File: src/rtl/sbt_pkg.sv
// Package for the source byte tokenizer: token kinds, queue sizes, result record and bundle.
// No dependencies.
package sbt_pkg;

    localparam int POS_BITS = 32;
    localparam int KIND_W   = 6;
    localparam int OUT_POS_W = 32;
    localparam int QUEUE_DEPTH = 4;
    localparam int QUEUE_AW    = 2;

    typedef logic [POS_BITS-1:0] t_pos;
    typedef logic [KIND_W-1:0]   t_kind;

    localparam t_kind K_IDENT  = 6'd0;
    localparam t_kind K_NUM    = 6'd1;
    localparam t_kind K_FLOAT  = 6'd2;
    localparam t_kind K_STRING = 6'd3;
    localparam t_kind K_UNKNOWN = 6'd4;
    localparam t_kind K_NE     = 6'd5;
    localparam t_kind K_BANG   = 6'd6;
    localparam t_kind K_LE     = 6'd7;
    localparam t_kind K_LT     = 6'd8;
    localparam t_kind K_GE     = 6'd9;
    localparam t_kind K_GT     = 6'd10;
    localparam t_kind K_PLUSEQ = 6'd11;
    localparam t_kind K_PLUS   = 6'd12;
    localparam t_kind K_MINUSEQ = 6'd13;
    localparam t_kind K_MINUS  = 6'd14;
    localparam t_kind K_SLASH  = 6'd15;
    localparam t_kind K_POW    = 6'd16;
    localparam t_kind K_STAREQ = 6'd17;
    localparam t_kind K_STAR   = 6'd18;
    localparam t_kind K_ASSIGN = 6'd19;
    localparam t_kind K_ANDAND = 6'd20;
    localparam t_kind K_AMP    = 6'd21;
    localparam t_kind K_OROR   = 6'd22;
    localparam t_kind K_ELLIP  = 6'd23;
    localparam t_kind K_DOT    = 6'd24;
    localparam t_kind K_LPAREN = 6'd25;
    localparam t_kind K_RPAREN = 6'd26;
    localparam t_kind K_LBRACE = 6'd27;
    localparam t_kind K_RBRACE = 6'd28;
    localparam t_kind K_LBRACK = 6'd29;
    localparam t_kind K_RBRACK = 6'd30;
    localparam t_kind K_COLONEQ = 6'd31;
    localparam t_kind K_COLON  = 6'd32;
    localparam t_kind K_SEMI   = 6'd33;
    localparam t_kind K_COMMA  = 6'd34;
    localparam t_kind K_EOF    = 6'd35;
    localparam t_kind K_STRBYTE = 6'd36;

    // One queued result; end and start already trimmed to the output width.
    typedef struct packed {
        t_kind                 kind;
        logic [OUT_POS_W-1:0]  start_off;
        logic [OUT_POS_W-1:0]  end_off;
        logic [7:0]            value;
        logic                  last;
    } t_result;

    // Up to three results produced by one item.
    typedef struct packed {
        logic [2:0]  valid;
        t_result [2:0] res;
    } t_bundle;

endpackage

File: src/rtl/sbt_front.sv
// Front end: lexer state machine that classifies one byte per cycle into a bundle, when space allows.
// Depends on sbt_pkg.
module sbt_front (
    input  logic            i_clk,
    input  logic            i_rst_n,
    input  logic            i_valid,
    output logic            o_ready,
    input  logic [7:0]      i_source_byte,
    input  logic            i_has_byte,
    input  logic            i_end_of_source,
    output logic            o_push,
    output sbt_pkg::t_bundle o_bundle,
    input  logic            i_space_ok
);
    import sbt_pkg::*;

    typedef enum logic [4:0] {
        M_IDLE, M_NUM, M_FLT, M_IDENT, M_STR, M_ESC, M_BANG, M_LT, M_GT,
        M_PLUS, M_MINUS, M_STAR, M_AMP, M_PIPE, M_DOT, M_DOT2, M_COLON
    } t_mode;

    t_mode r_mode, n_mode;
    t_pos  r_start, n_start;
    t_pos  r_off, n_off;

    t_result  rs [3];
    logic [1:0] cnt;
    logic [2:0] vbits;

    assign o_ready = i_space_ok;
    wire take = i_valid && i_space_ok;

    function automatic t_result mk(t_kind k, t_pos s, t_pos e, logic [7:0] v);
        t_result r;
        r.kind = k;
        r.start_off = OUT_POS_W'(s);
        r.end_off = OUT_POS_W'(e);
        r.value = v;
        r.last = 1'b0;
        return r;
    endfunction

    function automatic logic is_dig(logic [7:0] b);
        return b >= "0" && b <= "9";
    endfunction
    function automatic logic is_ids(logic [7:0] b);
        return (b >= "a" && b <= "z") || (b >= "A" && b <= "Z") || b == "_" || b[7];
    endfunction

    always_comb begin
        t_pos off, e, sp;
        t_mode mode;
        logic [7:0] b;
        logic reidle, emit_one, emit_two;
        t_kind one, two, fk;
        logic fe;
        off = r_off;
        e = r_off + t_pos'(1);
        sp = r_start;
        mode = r_mode;
        b = i_source_byte;
        reidle = 1'b0;
        emit_one = 1'b0;
        emit_two = 1'b0;
        one = K_IDENT;
        two = K_IDENT;
        fk = K_IDENT;
        fe = 1'b0;
        cnt = 2'd0;
        for (int i = 0; i < 3; i++) rs[i] = mk(K_IDENT, '0, '0, 8'd0);
        n_off = r_off;
        if (i_has_byte) begin
            n_off = e;
            unique case (mode)
                M_IDLE: reidle = 1'b1;
                M_NUM, M_FLT: begin
                    if (is_dig(b)) begin
                    end else if (b == "." && mode == M_NUM) begin
                        mode = M_FLT;
                    end else begin
                        rs[cnt] = mk(mode == M_FLT ? K_FLOAT : K_NUM, sp, off, 8'd0);
                        cnt = cnt + 2'd1;
                        reidle = 1'b1;
                    end
                end
                M_IDENT: begin
                    if (!(is_ids(b) || is_dig(b))) begin
                        rs[cnt] = mk(K_IDENT, sp, off, 8'd0);
                        cnt = cnt + 2'd1;
                        reidle = 1'b1;
                    end
                end
                M_STR: begin
                    if (b == "\"") begin
                        rs[cnt] = mk(K_STRING, sp, e, 8'd0);
                        cnt = cnt + 2'd1;
                        mode = M_IDLE;
                    end else if (b == "\\") begin
                        mode = M_ESC;
                    end else begin
                        rs[cnt] = mk(K_STRBYTE, off, e, b);
                        cnt = cnt + 2'd1;
                    end
                end
                M_ESC: begin
                    rs[cnt] = mk(K_STRBYTE, off - t_pos'(1), e,
                                 b == "n" ? 8'd10 : (b == "t" ? 8'd9 : b));
                    cnt = cnt + 2'd1;
                    mode = M_STR;
                end
                M_DOT: begin
                    if (b == ".") mode = M_DOT2;
                    else begin emit_one = 1'b1; one = K_DOT; end
                end
                M_DOT2: if (b == ".") begin emit_two = 1'b1; two = K_ELLIP; end
                M_PIPE: if (b == "|") begin emit_two = 1'b1; two = K_OROR; end
                M_BANG: if (b == "=") begin emit_two = 1'b1; two = K_NE; end
                        else begin emit_one = 1'b1; one = K_BANG; end
                M_LT: if (b == "=") begin emit_two = 1'b1; two = K_LE; end
                      else begin emit_one = 1'b1; one = K_LT; end
                M_GT: if (b == "=") begin emit_two = 1'b1; two = K_GE; end
                      else begin emit_one = 1'b1; one = K_GT; end
                M_PLUS: if (b == "=") begin emit_two = 1'b1; two = K_PLUSEQ; end
                        else begin emit_one = 1'b1; one = K_PLUS; end
                M_MINUS: if (b == "=") begin emit_two = 1'b1; two = K_MINUSEQ; end
                         else begin emit_one = 1'b1; one = K_MINUS; end
                M_STAR: if (b == "*") begin emit_two = 1'b1; two = K_POW; end
                        else if (b == "=") begin emit_two = 1'b1; two = K_STAREQ; end
                        else begin emit_one = 1'b1; one = K_STAR; end
                M_AMP: if (b == "&") begin emit_two = 1'b1; two = K_ANDAND; end
                       else begin emit_one = 1'b1; one = K_AMP; end
                M_COLON: if (b == "=") begin emit_two = 1'b1; two = K_COLONEQ; end
                         else begin emit_one = 1'b1; one = K_COLON; end
                default: reidle = 1'b1;
            endcase
            // Operator prefixes: a completed pair ends here, else fall back to idle lexing.
            // A first dot followed by a second one stays pending as a double dot.
            if (!(r_mode == M_DOT && mode == M_DOT2) && (r_mode == M_DOT
                || r_mode == M_DOT2 || r_mode == M_PIPE
                || r_mode == M_BANG || r_mode == M_LT || r_mode == M_GT || r_mode == M_PLUS
                || r_mode == M_MINUS || r_mode == M_STAR || r_mode == M_AMP
                || r_mode == M_COLON)) begin
                mode = M_IDLE;
                if (emit_two) begin
                    rs[cnt] = mk(two, sp, e, 8'd0);
                    cnt = cnt + 2'd1;
                end else begin
                    if (emit_one) begin
                        rs[cnt] = mk(one, sp, off, 8'd0);
                        cnt = cnt + 2'd1;
                    end
                    reidle = 1'b1;
                end
            end
            if (reidle) begin
                mode = M_IDLE;
                sp = off;
                if (b == " " || (b >= 8'd9 && b <= 8'd13)) begin
                end else if (b == "\"") mode = M_STR;
                else if (is_dig(b)) mode = M_NUM;
                else if (is_ids(b)) mode = M_IDENT;
                else begin
                    unique case (b)
                        "!": mode = M_BANG;
                        "<": mode = M_LT;
                        ">": mode = M_GT;
                        "+": mode = M_PLUS;
                        "-": mode = M_MINUS;
                        "*": mode = M_STAR;
                        "&": mode = M_AMP;
                        "|": mode = M_PIPE;
                        ".": mode = M_DOT;
                        ":": mode = M_COLON;
                        "/": begin rs[cnt] = mk(K_SLASH, off, e, 8'd0); cnt = cnt + 2'd1; end
                        "=": begin rs[cnt] = mk(K_ASSIGN, off, e, 8'd0); cnt = cnt + 2'd1; end
                        "(": begin rs[cnt] = mk(K_LPAREN, off, e, 8'd0); cnt = cnt + 2'd1; end
                        ")": begin rs[cnt] = mk(K_RPAREN, off, e, 8'd0); cnt = cnt + 2'd1; end
                        "{": begin rs[cnt] = mk(K_LBRACE, off, e, 8'd0); cnt = cnt + 2'd1; end
                        "}": begin rs[cnt] = mk(K_RBRACE, off, e, 8'd0); cnt = cnt + 2'd1; end
                        "[": begin rs[cnt] = mk(K_LBRACK, off, e, 8'd0); cnt = cnt + 2'd1; end
                        "]": begin rs[cnt] = mk(K_RBRACK, off, e, 8'd0); cnt = cnt + 2'd1; end
                        ";": begin rs[cnt] = mk(K_SEMI, off, e, 8'd0); cnt = cnt + 2'd1; end
                        ",": begin rs[cnt] = mk(K_COMMA, off, e, 8'd0); cnt = cnt + 2'd1; end
                        default: begin rs[cnt] = mk(K_UNKNOWN, off, e, b); cnt = cnt + 2'd1; end
                    endcase
                end
            end
        end
        n_mode = mode;
        n_start = sp;
        if (i_end_of_source) begin
            fe = 1'b1;
            unique case (mode)
                M_NUM: fk = K_NUM;
                M_FLT: fk = K_FLOAT;
                M_IDENT: fk = K_IDENT;
                M_STR, M_ESC: fk = K_UNKNOWN;
                M_BANG: fk = K_BANG;
                M_LT: fk = K_LT;
                M_GT: fk = K_GT;
                M_PLUS: fk = K_PLUS;
                M_MINUS: fk = K_MINUS;
                M_STAR: fk = K_STAR;
                M_AMP: fk = K_AMP;
                M_DOT: fk = K_DOT;
                M_COLON: fk = K_COLON;
                default: fe = 1'b0;
            endcase
            if (fe) begin
                rs[cnt] = mk(fk, sp, n_off, 8'd0);
                cnt = cnt + 2'd1;
            end
            rs[cnt] = mk(K_EOF, n_off, n_off, 8'd0);
            cnt = cnt + 2'd1;
            n_mode = M_IDLE;
            n_start = '0;
            n_off = '0;
        end
        vbits = (cnt == 2'd0) ? 3'b000 : (cnt == 2'd1) ? 3'b001 :
                (cnt == 2'd2) ? 3'b011 : 3'b111;
        if (cnt != 2'd0) rs[cnt - 2'd1].last = 1'b1;
    end

    always_comb begin
        o_push = take && (vbits != 3'b000);
        o_bundle.valid = vbits;
        for (int i = 0; i < 3; i++) o_bundle.res[i] = rs[i];
    end

    always_ff @(posedge i_clk) begin
        if (!i_rst_n) begin
            r_mode <= M_IDLE;
            r_start <= '0;
            r_off <= '0;
        end else if (take) begin
            r_mode <= n_mode;
            r_start <= n_start;
            r_off <= n_off;
        end
    end
endmodule

File: src/rtl/sbt_back.sv
// Back end: bundle queue and result serializer feeding the output register.
// Depends on sbt_pkg.
module sbt_back (
    input  logic             i_clk,
    input  logic             i_rst_n,
    input  logic             i_push,
    input  sbt_pkg::t_bundle i_bundle,
    output logic             o_space_ok,
    output logic             o_valid,
    input  logic             i_ready,
    output sbt_pkg::t_result o_result
);
    import sbt_pkg::*;

    t_bundle r_q [QUEUE_DEPTH];
    logic [QUEUE_AW-1:0] r_wp, r_rp;
    logic [QUEUE_AW:0]   r_cnt;
    logic [1:0]          r_sub;
    logic                r_ov;
    t_result             r_out;

    t_bundle head;
    logic    qne, load, pop, last_sub;

    assign head = r_q[r_rp];
    assign qne = r_cnt != '0;
    assign load = qne && (!r_ov || i_ready);
    assign last_sub = (r_sub == 2'd2) || !head.valid[r_sub + 2'd1];
    assign pop = load && last_sub;
    assign o_space_ok = r_cnt < (QUEUE_AW+1)'(QUEUE_DEPTH - 1);
    assign o_valid = r_ov;
    assign o_result = r_out;

    always_ff @(posedge i_clk) begin
        if (i_push) r_q[r_wp] <= i_bundle;
        if (load) r_out <= head.res[r_sub];
    end

    always_ff @(posedge i_clk) begin
        if (!i_rst_n) begin
            r_wp <= '0;
            r_rp <= '0;
            r_cnt <= '0;
            r_sub <= '0;
            r_ov <= 1'b0;
        end else begin
            if (i_push) r_wp <= r_wp + 1'b1;
            if (pop) r_rp <= r_rp + 1'b1;
            r_cnt <= r_cnt + (QUEUE_AW+1)'(i_push) - (QUEUE_AW+1)'(pop);
            if (load) r_sub <= last_sub ? 2'd0 : r_sub + 2'd1;
            if (load) r_ov <= 1'b1;
            else if (i_ready) r_ov <= 1'b0;
        end
    end
endmodule

File: src/rtl/source_byte_tokenizer_unit.sv
// Top level of the source byte tokenizer: front lexer, bundle queue, result output.
// Depends on sbt_pkg, sbt_front, sbt_back.
//
//   channel   direction  handshake              payload
//   input     in         i_valid / o_ready      i_source_byte, i_has_byte, i_end_of_source
//   output    out        o_valid / i_ready      o_token_kind, o_start_offset, o_end_offset,
//                                               o_byte_value, o_last_of_run
//
// One input byte per cycle while the queue has room; each byte is decided combinationally.
// The results of an item go out one at a time; an item with up to three results waits in
// the back end until all are out, while the bundle queue keeps the front running.
// Reset is synchronous and clears mode, offsets, queue pointers and output valid.
// A stalled output holds its transaction; the input stalls once three bundles are queued.
module source_byte_tokenizer_unit (
    input  logic        i_clk,
    input  logic        i_rst_n,
    input  logic        i_valid,
    output logic        o_ready,
    input  logic [7:0]  i_source_byte,
    input  logic        i_has_byte,
    input  logic        i_end_of_source,
    output logic        o_valid,
    input  logic        i_ready,
    output logic [5:0]  o_token_kind,
    output logic [31:0] o_start_offset,
    output logic [31:0] o_end_offset,
    output logic [7:0]  o_byte_value,
    output logic        o_last_of_run
);
    import sbt_pkg::*;

    logic    push, space_ok;
    t_bundle bundle;
    t_result res;

    // Classify the byte and build the results of this transaction.
    sbt_front u_front (
        .i_clk, .i_rst_n, .i_valid, .o_ready,
        .i_source_byte, .i_has_byte, .i_end_of_source,
        .o_push(push), .o_bundle(bundle), .i_space_ok(space_ok)
    );

    // Queue bundles and drain them one result per cycle while the output is ready.
    sbt_back u_back (
        .i_clk, .i_rst_n, .i_push(push), .i_bundle(bundle), .o_space_ok(space_ok),
        .o_valid, .i_ready, .o_result(res)
    );

    assign o_token_kind = res.kind;
    assign o_start_offset = res.start_off;
    assign o_end_offset = res.end_off;
    assign o_byte_value = res.value;
    assign o_last_of_run = res.last;

`ifndef NO_ASSERTIONS
    a_end_emits: assert property (@(posedge i_clk) disable iff (!i_rst_n)
        (i_valid && o_ready && i_end_of_source) |-> push)
        else $error("end of source produced no results");
    a_no_push_full: assert property (@(posedge i_clk) disable iff (!i_rst_n)
        push |-> space_ok)
        else $error("push into full queue");
    a_eof_last: assert property (@(posedge i_clk) disable iff (!i_rst_n)
        (o_valid && o_token_kind == K_EOF) |-> o_last_of_run)
        else $error("eof token not last of run");
`endif
endmodule
File: config.mk
export PLATFORM = sky130hd
export DESIGN_NAME = source_byte_tokenizer_unit
export DESIGN_NICKNAME = d
export VERILOG_FILES = /design/src/rtl/sbt_pkg.sv /design/src/rtl/sbt_front.sv /design/src/rtl/sbt_back.sv /design/src/rtl/source_byte_tokenizer_unit.sv
export SDC_FILE = /design/constraint.sdc
export NUM_CORES = 2
export LEC_CHECK = 0
export BUFFER_PORTS_ARGS = -buffer_cell sky130_fd_sc_hd__buf_2
export CAP_MARGIN = 20
export CORE_MARGIN = 2
export CORE_UTILIZATION = 39
export DETAILED_ROUTE_END_ITERATION = 12
export GPL_TIMING_DRIVEN = 0
export PLACE_DENSITY = 0.62
export SETUP_SLACK_MARGIN = 0.1
export SLEW_MARGIN = 20
export SYNTH_ARGS = -nofsm -noshare
export SYNTH_HDL_FRONTEND = slang
export SYNTH_SLANG_ARGS = --single-unit
File: constraint.sdc
create_clock -name i_clk -period 15.5 [get_ports i_clk]
set_input_delay 2.325 -clock i_clk [delete_from_list [all_inputs] [get_ports i_clk]]
set_output_delay 2.325 -clock i_clk [all_outputs]
set_load 0.02 [all_outputs]
# After elaboration in Yosys (flattened, before gate mapping)
# Memories as Yosys holds them, arrays and structs flattened. A register that Yosys moved wholly into a read port is not among the register bits.
# Index checks and enable logic that the tools add are counted.
classes:
  add_sub_neg: 12
  n_lt_le_gt_ge: 21
  eq_ne: 60
  mux: 156
  n_bitwise: 5
  reduce_logical: 47
ops:
  columns: ["op", "count"]
  rows:
  - ["237-bit bitwise mux", 16]
  - ["237-bit two-way mux", 14]
  - ["237-bit case mux with 11 select lines", 1]
  - ["79-bit demux with 2-bit select", 5]
  - ["79-bit two-way mux", 10]
  - ["79-bit case mux with 4 select lines", 1]
  - ["32-bit two-way mux", 5]
  - ["79-bit binary-select mux with 2-bit select", 1]
  - ["8-bit by 6-bit == test with 1-bit output (second input constant)", 17]
  - ["5-bit two-way mux", 22]
  - ["5-bit by 4-bit == test with 1-bit output (second input constant)", 15]
  - ["73-bit two-way mux", 1]
  - ["8-bit by 7-bit == test with 1-bit output (second input constant)", 9]
  - ["6-bit case mux with 12 select lines", 1]
  - ["6-bit case mux with 10 select lines", 1]
  - ["6-bit case mux with 9 select lines", 1]
  - ["5-bit case mux with 10 select lines", 1]
  - ["2-bit two-way mux", 21]
  - ["5-bit by 3-bit == test with 1-bit output (second input constant)", 8]
  - ["6-bit two-way mux", 6]
  - ["32-bit by 1-bit adder with 32-bit output (second input constant)", 1]
  - ["32-bit by 1-bit subtractor with 32-bit output (second input constant)", 1]
  - ["1-bit two-way mux", 28]
  - ["4-bit two-way mux", 7]
  - ["other kinds (39)", 108]
totals:
  reg_bits: 158
  mem_bits_rw: 960
  output_inout_bits: 81
  word_cells: 315
  mem_count: 1
memory_table:
  columns: ["memory", "depth", "word_bits", "rd", "rd_clocked_by_memory_dff", "write_ports", "line", "text"]
  rows:
  - ["u_back.r_q", 4, 240, 1, 1, 1, "sbt_back.sv:15", "t_bundle r_q [QUEUE_DEPTH];"]

# Depth between registers and ports, before layout
depth:
  depth_word: 35
  depth_mapped: 27

# Hierarchy
# From an unflattened synthesis, not the netlist that was laid out.
hier_totals:
  cells_unflattened: 3568
  hier_area_um2: 51284.2
modules_own_cells:
  columns: ["module", "n_inst", "cells_each", "area_per_inst_um2", "seq_area_each_um2"]
  rows:
  - ["sbt_back", 1, 1678, 39208.9, 31440.2]
  - ["sbt_front", 1, 1890, 12075.3, 1381.3]

# Worst setup path before layout
# OpenSTA, ideal clock, no wires.
synth_timing:
  path_kind: "in2reg"
  start: "input i_source_byte[5]"
  end: "memory u_back.r_q[0][0] (netlist bit) (enable)"
  setup_ps: 630
  arrival_time_ps: 11591
  slack_ps: 3279
  stages: 20
  n_path_buf: 2
  path_cell_list: "buf_4 or4b_1 buf_2 nor2_1 a21o_1 o211a_1 o21ai_0 ha_1 nor2_1 a2bb2oi_1 inv_1 ha_1 o22ai_1 nand2_1 ha_1 mux2i_1 ha_1 mux2_2 a21oi_2 and2_1"
synth_between:
  elab_chain_cells: 35
  elab_cells_between_ends: 125
  cone_classes: "4 x add/sub; 8 x order compare; 32 x eq/ne; 63 x mux; 18 x reduce/logical"
synth_lines:
  columns: ["item", "line", "text"]
  rows:
  - ["start, declared", "source_byte_tokenizer_unit.sv:19", "input logic [7:0] i_source_byte,"]
  - ["8-bit by 7-bit >= comparator with 1-bit output or 8-bit by 7-bit less-or-equal comparator with 1-bit output (tied branches)", "sbt_front.sv:47", "return (b >= \"a\" && b <= \"z\") || (b >= \"A\" && b <= \"Z\") || b == \"_\" || b[7];"]
  - ["1-bit logical AND", "sbt_front.sv:47", null]
  - ["1-bit logical OR (3 in series)", "sbt_front.sv:47", null]
  - ["1-bit logical OR", "sbt_front.sv:87", "if (!(is_ids(b) || is_dig(b))) begin"]
  - ["1-bit two-way mux", "sbt_front.sv:87", null]
  - ["2-bit case mux with 4 select lines", "sbt_front.sv:74", "unique case (mode)"]
  - ["2-bit two-way mux", "sbt_front.sv:72", "if (i_has_byte) begin"]
  - ["2-bit by 1-bit adder with 2-bit output", "sbt_front.sv:146, sbt_front.sv:150", null]
  - ["[17 not listed]", null, null]
  - ["2-bit == test", "sbt_front.sv:220", "(cnt == 2'd2) ? 3'b011 : 3'b111;"]
  - ["3-bit two-way mux", "sbt_front.sv:220", null]
  - ["3-bit two-way mux", "sbt_front.sv:219", "vbits = (cnt == 2'd0) ? 3'b000 : (cnt == 2'd1) ? 3'b001 :"]
  - ["3-bit two-way mux *", "sbt_front.sv:219", null]
  - ["3-bit nonzero test *", "sbt_front.sv:225", "o_push = take && (vbits != 3'b000);"]
  - ["1-bit logical AND *", "sbt_front.sv:225", null]
  - ["1-bit two-way mux *", "sbt_back.sv:35", "if (i_push) r_q[r_wp] <= i_bundle;"]
  - ["1-bit two-way mux (implied by the code) *", "sbt_back.sv:35", null]
  - ["end, declared", "sbt_back.sv:15", null]
# Mark *: on every way between the ends. The rest lies on a longest branch, timed or not. The select of a mux whose other input is x is not followed.

==> impl_table.tex <==
\begin{tabular}{lr}
\hline
Metric & Value \\
\hline
\multicolumn{2}{l}{\textbf{Job}} \\
\quad Max-cap violations & 0 \\
\multicolumn{2}{l}{\textbf{Floorplan}} \\
\quad Area of the die & 134000 um2 \\
\quad Die Y & 366 um \\
\quad \# IOs & 95 \\
\quad Effective utilization at floorplan & 0.393 \\
\quad Horizontal extent of the die & 366 um \\
\quad Placement row count & 132 \\
\quad Core ar. & 130000 um2 \\
\multicolumn{2}{l}{\textbf{Hold path}} \\
\quad Hold WC Path Type & reg2reg \\
\multicolumn{2}{l}{\textbf{Pwr}} \\
\quad IR Drop Worst-Case VDD & 0.107 mV \\
\quad Power per cell area & 149 nW/um2 \\
\quad Static Leakage & 0.0182 uW \\
\quad Total chip power & 8670 uW \\
\multicolumn{2}{l}{\textbf{Synth}} \\
\quad Post-synthesis average cell area & 14.2 um2 \\
\quad Proportion of synthesized chip area in sequential cells & 0.641 \\
\quad Count of mapped cells out of synthesis & 3582 \\
\quad Total number of yosys warnings & 0 \\
\quad Number of distinct library cell variants in the gate-level netlist after synthesis & 108 \\
\quad Mapped Area & 51000 um2 \\
\quad Top\_reg\_cell synth & sky130\_fd\_sc\_hd\_\_edfxtp\_1 \\
\quad Flop and latch count out of synthesis & 1116 \\
\quad Number of synthesized flops with an enable pin & 1035 \\
\quad Synth async-reset ratio & 0 \\
\multicolumn{2}{l}{\textbf{Global route}} \\
\quad Largest net degree at the start of global routing & 52 \\
\quad Aggregate global-route resource usage & 0.274 \\
\quad Overflow left after global routing & 0 \\
\quad Initial antenna violation count & 5 \\
\quad Global-route wire length before repair & 257 mm \\
\quad Vias in the first global route & 33800 \\
\multicolumn{2}{l}{\textbf{STA}} \\
\quad Shortest period the worst path allows & 9.69 ns \\
\quad Worst clock skew & 0.0755 ns \\
\quad Worst setup margin & 5.81 ns \\
\quad Final-report setup violation count & 0 \\
\quad Setup TNS & 0 ns \\
\quad Fin crit share & 0.625 \\
\quad FMAX & 0.103 GHz \\
\quad Worst slew margin relative to its limit & 0.151 \\
\quad Setup repair after global routing missed its margin & no \\
\quad Final count of hold timing violations & 0 \\
\quad Final max-slew violation count & 0 \\
\quad Slew at the pin with the worst max-slew slack & 1.27 ns \\
\multicolumn{2}{l}{\textbf{CTS}} \\
\quad Number of buffers on the longest clock path & 3 \\
\quad CTS Root Cell & sky130\_fd\_sc\_hd\_\_clkbuf\_16 \\
\quad Clock latency of the later-clocked register in the worst-skew pair & 0.78 ns \\
\quad Clock-pin slew reported for the worst setup and hold paths after clock tree synthesis & 0.06 ns \\
\quad Total setup buffers inserted after CTS & 0 \\
\quad TritonCTS clock tree & yes \\
\quad Number of buffers inserted during clock tree synthesis & 115 \\
\quad H-tree Lvls & 3 \\
\quad CTS Sinks & 1116 \\
\quad Quantity of gates resized following cts & 0 \\
\quad Hold-fix buffer count after cts & 0 \\
\multicolumn{2}{l}{\textbf{Routing}} \\
\quad Detailed Route Iter0 Violations & 4756 \\
\quad Final routed wirelength across all metal layers & 182 mm \\
\quad Vias per cell & 6.08 \\
\quad Average wire per cell in the routed design & 32.2 um \\
\quad Post-route DRC violation count & 0 \\
\quad Number of iterations in the first detailed-routing pass & 6 \\
\quad Via count & 34400 \\
\quad Residual antenna-violating net count after detailed routing & 0 \\
\multicolumn{2}{l}{\textbf{Setup path}} \\
\quad Crit Path Category & in2reg \\
\quad Crit path launch type & input pin \\
\quad WP data required & 15.96 ns \\
\quad Crit path capture type & flip-flop \\
\quad Data arrival time at the worst-slack endpoint & 10.15 ns \\
\quad Top fanout value on the critical path & 10 \\
\multicolumn{2}{l}{\textbf{Cells and area}} \\
\quad Fraction of layout cells with a size suffix above 1 & 0.160 \\
\quad Design area & 58200 um2 \\
\quad Nets@finish & 3862 \\
\quad Filler cells & 11500 \\
\quad Multi-input gate area in the final layout & 17100 um2 \\
\quad Area taken by flip-flops and latches & 32700 um2 \\
\quad Area growth syn-to-layout & 14.1\% \\
\multicolumn{2}{l}{\textbf{Place}} \\
\quad Area of placed instances & 54400 um2 \\
\quad Estimated wirelength of the detail-placed design & 131 mm \\
\quad Placement Setup Slack & 5.20 ns \\
\quad Port Buffer Count & 89 \\
\quad Final weighted congestion in routability-driven placement & 1.07 \\
\multicolumn{2}{l}{\textbf{Run status}} \\
\quad Run status & finished clean \\
\hline
\end{tabular}
## Yosys cell counts, drive strengths merged (15+ instances only)
master,n,share of area
nand2,311,0.023
a211oi,17,0.0027
o21ai,313,0.031
xor2,27,0.0046
and3,30,0.0038
xnor2,50,0.0086
nor2b,64,0.0079
dfxtp,81,0.032
nor3,60,0.0061
and2,70,0.0086
ha,20,0.0049
nand2b,21,0.0026
edfxtp,1035,0.61
clkbuf,209,0.015
a21oi,150,0.015
nand4,25,0.0032
a22oi,59,0.0087
mux4,239,0.11
buf,86,0.0072
or3,17,0.0022
a22o,15,0.0026
inv,47,0.0035
o31ai,29,0.0053
nand3,68,0.0069
nor2,147,0.011
mux2i,107,0.021
a31oi,16,0.0020
o221ai,42,0.0073
o22ai,33,0.0042
## per-layer routing
| layer | vias to the layer above | global-route usage | wire, um |
|---|---|---|---|
| met3 | 408 | 0.0577 | 15700 |
| met1 | 17600 | 0.374 | 75200 |
| met5 | - | 0 | 13 |
| met2 | 1878 | 0.416 | 81800 |
| met4 | 2 | 0.136 | 9780 |
| li1 | 14500 | - | - |
## worst paths after layout
path                                                     start                      endpoint  slack, ns  depth (start not counted)
worst max-delay path                          i_source_byte[3]  u_back.r_q[0][191]$_DFFE_PP_       5.81                         22
worst min-delay path               u_back.r_wp[1]$_SDFFE_PN0P_   u_back.r_wp[1]$_SDFFE_PN0P_       0.51                          2
worst max register to register  u_front.r_mode[1]$_SDFFE_PN0P_  u_back.r_q[0][191]$_DFFE_PP_       7.29                         23
worst min register to register     u_back.r_wp[1]$_SDFFE_PN0P_   u_back.r_wp[1]$_SDFFE_PN0P_       0.51                          2
## cell type report
type / instances / share of cell area
clock inverter: 70 / 0.0115
tap: 1742 / 0.0375
clock buffer: 142 / 0.0519
multi-input combinational: 2130 / 0.293
antenna: 2 / 0.0000860
sequential: 1116 / 0.562
inverter: 48 / 0.00318
timing repair buffer: 121 / 0.0202
buffer: 295 / 0.0202
## metrics by stage
| step | utilization | hold WS (ns) | instances |
|---|---|---|---|
| final | 0.449 | 0.514 | 5666 |
| after global routing | 0.449 | 0.534 | 5665 |
| after CTS | 0.448 | 0.513 | 5663 |
| after detailed placement | 0.420 | 0.505 | 5451 |
| after global placement | 0.414 | 0.486 | 5420 |
| after floorplan | - | 0.468 | 3589 |
## flip-flops by register name, indices dropped and copies added (netlist names), named ones only
name,flops
u_back.r_q,956
u_back.o_result,79
u_front.r_off,32
u_front.r_start,32
u_front.r_mode,5
u_back.r_cnt,3
u_back.r_rp,2
u_back.r_sub,2
u_back.r_wp,2
u_back.o_valid,1
## power by group
part	total (uW)	internal, uW	switching, uW	leakage (uW)
clock network	2730	1540	1190	0.00178
logic	2160	717	1440	0.00582
registers	3780	3710	72.6	0.0106
total	8670	5970	2700	0.0182
## placed cells by master (no fill, tap or decap), types with 16 or more instances in the layout
master and n:
sky130_fd_sc_hd__clkbuf_16 117, sky130_fd_sc_hd__buf_1 49, sky130_fd_sc_hd__mux2i_1 107, sky130_fd_sc_hd__o31ai_1 19, sky130_fd_sc_hd__clkbuf_1 226, sky130_fd_sc_hd__xnor2_1 49
sky130_fd_sc_hd__nor2b_1 64, sky130_fd_sc_hd__dfxtp_1 81, sky130_fd_sc_hd__o21ai_0 295, sky130_fd_sc_hd__ha_1 20, sky130_fd_sc_hd__nor3_1 56, sky130_fd_sc_hd__nand2_1 310
sky130_fd_sc_hd__a211oi_1 16, sky130_fd_sc_hd__o22ai_1 32, sky130_fd_sc_hd__buf_16 19, sky130_fd_sc_hd__and3_1 29, sky130_fd_sc_hd__mux4_2 239, sky130_fd_sc_hd__a21oi_1 148
sky130_fd_sc_hd__buf_2 116, sky130_fd_sc_hd__and2_1 65, sky130_fd_sc_hd__edfxtp_1 1035, sky130_fd_sc_hd__or3_1 16, sky130_fd_sc_hd__inv_1 46, sky130_fd_sc_hd__nand3_1 66
sky130_fd_sc_hd__xor2_1 25, sky130_fd_sc_hd__nand4_1 24, sky130_fd_sc_hd__a22oi_1 59, sky130_fd_sc_hd__clkinv_1 26, sky130_fd_sc_hd__a31oi_1 16, sky130_fd_sc_hd__clkinv_2 16
sky130_fd_sc_hd__nor2_1 143, sky130_fd_sc_hd__o221ai_1 41, sky130_fd_sc_hd__nand2b_1 21
## critical path: stages
cell and delay [ns]:
sky130_fd_sc_hd__clkbuf_1 0.24, sky130_fd_sc_hd__nor4bb_1 0.80, sky130_fd_sc_hd__and4b_1 0.43, sky130_fd_sc_hd__nor2_1 0.08, sky130_fd_sc_hd__nor2_1 0.66, sky130_fd_sc_hd__nand2_1 0.17, sky130_fd_sc_hd__ha_1 0.32, sky130_fd_sc_hd__nor2_1 0.04
sky130_fd_sc_hd__a2bb2oi_1 0.28, sky130_fd_sc_hd__inv_1 0.11, sky130_fd_sc_hd__ha_1 0.30, sky130_fd_sc_hd__o22ai_1 0.19, sky130_fd_sc_hd__nand2_1 0.16, sky130_fd_sc_hd__ha_1 0.38, sky130_fd_sc_hd__mux2i_1 0.20, sky130_fd_sc_hd__ha_1 0.17
sky130_fd_sc_hd__clkbuf_1 0.67, sky130_fd_sc_hd__a41oi_2 0.29, sky130_fd_sc_hd__nor2_2 0.91, sky130_fd_sc_hd__buf_4 0.43, sky130_fd_sc_hd__a21oi_1 0.35, sky130_fd_sc_hd__o21ai_1 0.62
## cells by family after synthesis
| group | after synthesis | share of synthesized area |
|---|---|---|
| AOI/OAI and AO/OA | 797 | 0.101 |
| xor gates and xnor gates | 77 | 0.0132 |
| buffers and inverters | 343 | 0.0262 |
| other | 1 | 0.0000735 |
| DFF | 1116 | 0.641 |
| and+or+nand+nor | 875 | 0.0848 |
| adders and majority gates | 21 | 0.00530 |
| muxes | 352 | 0.128 |
Note: power is estimated with default switching activity, not from simulation.
